<file path="src/design/sds_div.sv">
`timescale 1ns / 1ps
module sds_div #(
    parameter int NUM_W = 34,
    parameter int DEN_W = 20,
    parameter int PAY_W = 8
) (
    input  logic             i_clk,
    input  logic             i_rst_n,
    input  logic             i_valid,
    input  logic [NUM_W-1:0] i_num,
    input  logic [DEN_W-1:0] i_den,
    input  logic [PAY_W-1:0] i_pay,
    output logic             o_valid,
    output logic [NUM_W-1:0] o_quot,
    output logic [PAY_W-1:0] o_pay
);

    logic             r_vld [NUM_W];
    logic [NUM_W-1:0] r_q   [NUM_W];
    logic [DEN_W-1:0] r_rem [NUM_W];
    logic [DEN_W-1:0] r_den [NUM_W];
    logic [PAY_W-1:0] r_pay [NUM_W];

    for (genvar k = 0; k < NUM_W; k++) begin : g_stage
        logic             p_vld;
        logic [NUM_W-1:0] p_q;
        logic [DEN_W-1:0] p_rem;
        logic [DEN_W-1:0] p_den;
        logic [PAY_W-1:0] p_pay;
        logic [DEN_W:0]   trial;
        logic [DEN_W:0]   diff;
        logic             qbit;
        logic [DEN_W-1:0] n_rem;
        logic [NUM_W-1:0] n_q;

        if (k == 0) begin : g_first
            assign p_vld = i_valid;
            assign p_q   = i_num;
            assign p_rem = '0;
            assign p_den = i_den;
            assign p_pay = i_pay;
        end else begin : g_next
            assign p_vld = r_vld[k-1];
            assign p_q   = r_q[k-1];
            assign p_rem = r_rem[k-1];
            assign p_den = r_den[k-1];
            assign p_pay = r_pay[k-1];
        end

        always_comb begin
            trial = {p_rem, p_q[NUM_W-1]};
            diff  = trial - {1'b0, p_den};
            qbit  = (trial >= {1'b0, p_den});
            n_rem = qbit ? diff[DEN_W-1:0] : trial[DEN_W-1:0];
            n_q   = {p_q[NUM_W-2:0], qbit};
        end

        always_ff @(posedge i_clk) begin
            if (!i_rst_n) begin
                r_vld[k] <= 1'b0;
            end else begin
                r_vld[k] <= p_vld;
            end
        end

        always_ff @(posedge i_clk) begin
            r_q[k]   <= n_q;
            r_rem[k] <= n_rem;
            r_den[k] <= p_den;
            r_pay[k] <= p_pay;
        end
    end

    assign o_valid = r_vld[NUM_W-1];
    assign o_quot  = r_q[NUM_W-1];
    assign o_pay   = r_pay[NUM_W-1];

endmodule

</file>
<file path="config.mk">
export PLATFORM = sky130hd
export DESIGN_NAME = sds_div
export DESIGN_NICKNAME = d
export VERILOG_FILES = /design/src/design/sds_div.sv
export SDC_FILE = /design/constraint.sdc
export NUM_CORES = 2
export LEC_CHECK = 0
export BUFFER_PORTS_ARGS = -buffer_cell sky130_fd_sc_hd__buf_2
export CAP_MARGIN = 20
export CELL_PAD_IN_SITES_DETAIL_PLACEMENT = 0
export CELL_PAD_IN_SITES_GLOBAL_PLACEMENT = 2
export CORE_MARGIN = 4
export CORE_UTILIZATION = 38
export DETAILED_ROUTE_END_ITERATION = 12
export PLACE_DENSITY = 0.85
export REMOVE_ABC_BUFFERS = 1
export SETUP_SLACK_MARGIN = 0.2
export SLEW_MARGIN = 20
export SYNTH_ARGS = -nofsm -noshare
export SYNTH_HDL_FRONTEND = slang
export SYNTH_SLANG_ARGS = --single-unit
</file>
<file path="constraint.sdc">
create_clock -name i_clk -period 2.85 [get_ports i_clk]
set_input_delay 0.1425 -clock i_clk [delete_from_list [all_inputs] [get_ports i_clk]]
set_output_delay 0.1425 -clock i_clk [all_outputs]
set_load 0.01 [all_outputs]
</file>
==> metrics <==
Die W=508 um; Sum Neg Setup Slack=-17.65 ns; min-delay worst type=in2reg; CP Capture Type=register; Worst-Skew Late Latency=0.93 ns; worst setup margin=-0.245 ns; port bufs=107; Slew headroom=0.474; die area=258000 sq um; Seq cells post-synth=roughly 2800; Yosys Warn Count=0; nets=11400; clock buffer depth=4; max cap viols=0; CTS tree=yes; post-layout min period=slightly above 3 ns; Final setup viols=approximately 170; Peak VDD IR=slightly above 0.8 mV; f_max=roughly 320 MHz; Post-Place Setup Slack=-0.483 ns; number of global-route vias before repair=between 60000 and 70000; WHS Path Cells=4; met2 Use GR=0.277; Cell Area, Synth=95000 sq um; Crit path top cell by count=buf_6; DRC viols=0; crit-path max FO=5; Least-Margin Pin Slew=0.782 ns; post-synth top area cell=dfxtp_1; sequential area share after synthesis=0.587; detailed-placement wirelength estimate=about 150000 um; Synth top area share=0.587; RSZ-0062 raised after global routing=true; Async SR Flop Fraction=0; GP Congestion=between 0.8 and 0.9; Yosys cell types=87; initial DRC count=3003; Pwr per Cell Area=roughly 1100 nW/um^2; IO Count=roughly 110; Fin Clk Skew=roughly 0.085 ns; Starting Density=0.382; Crit Path Class=reg2reg; Worst path max stage delay=between 0.3 and 0.4 ns; Die H=slightly above 500 um; grt ovf=0; Vias=approximately 66000; failing checks=negative setup slack; Slowest cell on crit path=dfxtp_2; initial antenna violation count=10; CTS Buf Count=309; CP Data Arrival Time=around 3.9 ns; WL final=~220000 um; status=finished with violations; num rows=183; startpoint types=register; Mapped Cells=a little under 9000; GRT busiest layer=met2; CP cell instances=inv_2, ha_4, a211o_1, a21oi_2, nand4b_1, a31oi_2, nor3_2, nor4b_2, nor2_1, a31oi_1, o31a_1, buf_6, buf_6, buf_16, mux2_4; Final ANT Viol Nets=0; Power, Total=between 100 and 150 mW; worst path required time=3.61 ns; Pins Over Slew Limit=0; largest net degree at the start of global routing=35; share of post-route cells with drive strength above 1=0.328; Hold WS=0.0965 ns; ys flop type=dfxtp_1; synth top area cells=dfxtp_1 59%, ha_1 8.7%, inv_1 3.4%; Worst R2R Path Depth=15; met1 usage=0.218; post-DR wirelength/cell=approximately 16 um; drt pass-1 iters=5; Final Hold Vio Count=0; routing usage on met3=0.0244; first-pass GRT wire length=between 300000 and 400000 um; area added between synthesis and finish=39.0%; Leak=roughly 60 nW; clock transition at the registers of the reported paths=~0.060 ns; Post-synth EDFFs=0; crit share post-route=1.09; Vias/cell=approximately 4.7; root buffer cell=clkbuf_16; core area=between 200000 and 250000 sq um; mean area per synthesized cell=between 10 and 15 sq um; clock sink total=approximately 2800; H-tree levels=5; GRT Util Overall=0.165
==> routing by layer <==
metal,share of wire,vias up
met4,0.031,0
met2,0.47,1018
li1,-,33300
met3,0.033,471
met1,0.46,31100
met5,0,-
==> stage by stage <==
stage	instance area [sq um]	instances	utilization
2_1_floorplan	94500	8569	-
3_3_place_gp	107000	13000	0.431
3_5_place_dp	107000	13000	0.431
4_1_cts	127000	14000	0.512
5_1_grt	132000	14200	0.531
6_report	132000	14200	0.531
==> cells by family (layout without fill, tap and decap cells) <==
| kind of cell | count (synthesis) | in the layout | share of synthesized area |
|---|---|---|---|
| flops | 2782 | 2782 | 0.587 |
| compound gates | 1786 | 1788 | 0.119 |
| simple gates | 1703 | 1703 | 0.0857 |
| buf+inv | 981 | 3115 | 0.0393 |
| fa+ha+maj | 694 | 694 | 0.0940 |
| xor+xnor | 473 | 473 | 0.0436 |
| mux | 270 | 270 | 0.0315 |
| other cells | 0 | 4 | 0 |
==> flip-flops by register name, summed over array words and instances, names as in the netlist <==
register,count
r_rem,660
r_q,1156
r_den,660
r_pay,272
r_vld,34
==> final cells by class <==
| type | instances | area, sq um |
|---|---|---|
| antenna | 4 | 10.0 |
| clock buffer | 404 | 8720 |
| clock inverter | 126 | 1850 |
| fill | 21500 | 117000 |
| inverter | 861 | 3270 |
| multi-input combinational | 4928 | 42500 |
| sequential | 2782 | 55900 |
| tap | 3330 | 4170 |
| timing repair buffer | 1724 | 15600 |
==> what timing repair did <==
action / in CTS / in global routing
resized for setup: 1396 / 824
hold endpoints to repair: 116 / 0
setup buffers: 283 / 135
hold buffers: 128 / 0
endpoints found under the setup margin: 660 / 661
pin swaps: 392 / 353
gates cloned: 55 / 15
==> Yosys cell counts (all sizes together), types with 30 or more instances <==
cell	count
a21oi	461
clkbuf	79
and2	58
mux2i	40
ha	662
nand4	73
o21a	114
inv	861
a211oi	51
dfxtp	2782
o31ai	61
o21ai	539
fa	32
and3	31
o21bai	53
buf	41
a21boi	63
mux2	230
nor3	97
xnor2	277
nor2	412
nand3	105
nand2b	69
a21o	172
nor2b	128
or3	44
xor2	196
nor4	30
a31oi	40
nand2	574
==> placed cells by master (no fill, tap or decap), drive strengths merged, types with 63 or more instances in the layout <==
cell	count
dfxtp	2782
buf	1581
inv	873
ha	662
nand2	574
o21ai	539
a21oi	461
clkbuf	417
nor2	412
xnor2	277
mux2	230
xor2	196
a21o	172
dlygate4sd3	128
nor2b	128
o21a	114
nand3	105
nor3	97
nand4	73
nand2b	69
a21boi	63
==> critical path, delay by kind of cell (launching register included) <==
family                     cells  cell delay, ns
buffers and inverters          4            0.39
muxes                          1            0.29
adders and majority gates      1            0.21
AOI/OAI and AO/OA              5            1.16
DFF                            1            0.33
and+or+nand+nor                4            0.63
==> where the power goes <==
group / internal (mW) / switching (mW)
registers: 45.7 / 3.89
logic: 30.5 / 27.1
clock network: 25.4 / 15.3
total: 102 / 46.3
==> final timing paths <==
kind	start	endpoint	slack (ns)
max reg2reg	r_den[9][6]	r_rem[10][5]	-0.24
min	i_den[19]	r_rem[0][16]	0.1
max	r_den[9][6]	r_rem[10][5]	-0.24
min reg2reg	r_q[5][1]	r_q[6][2]	0.28
Note: power is estimated with default switching activity, not from simulation.
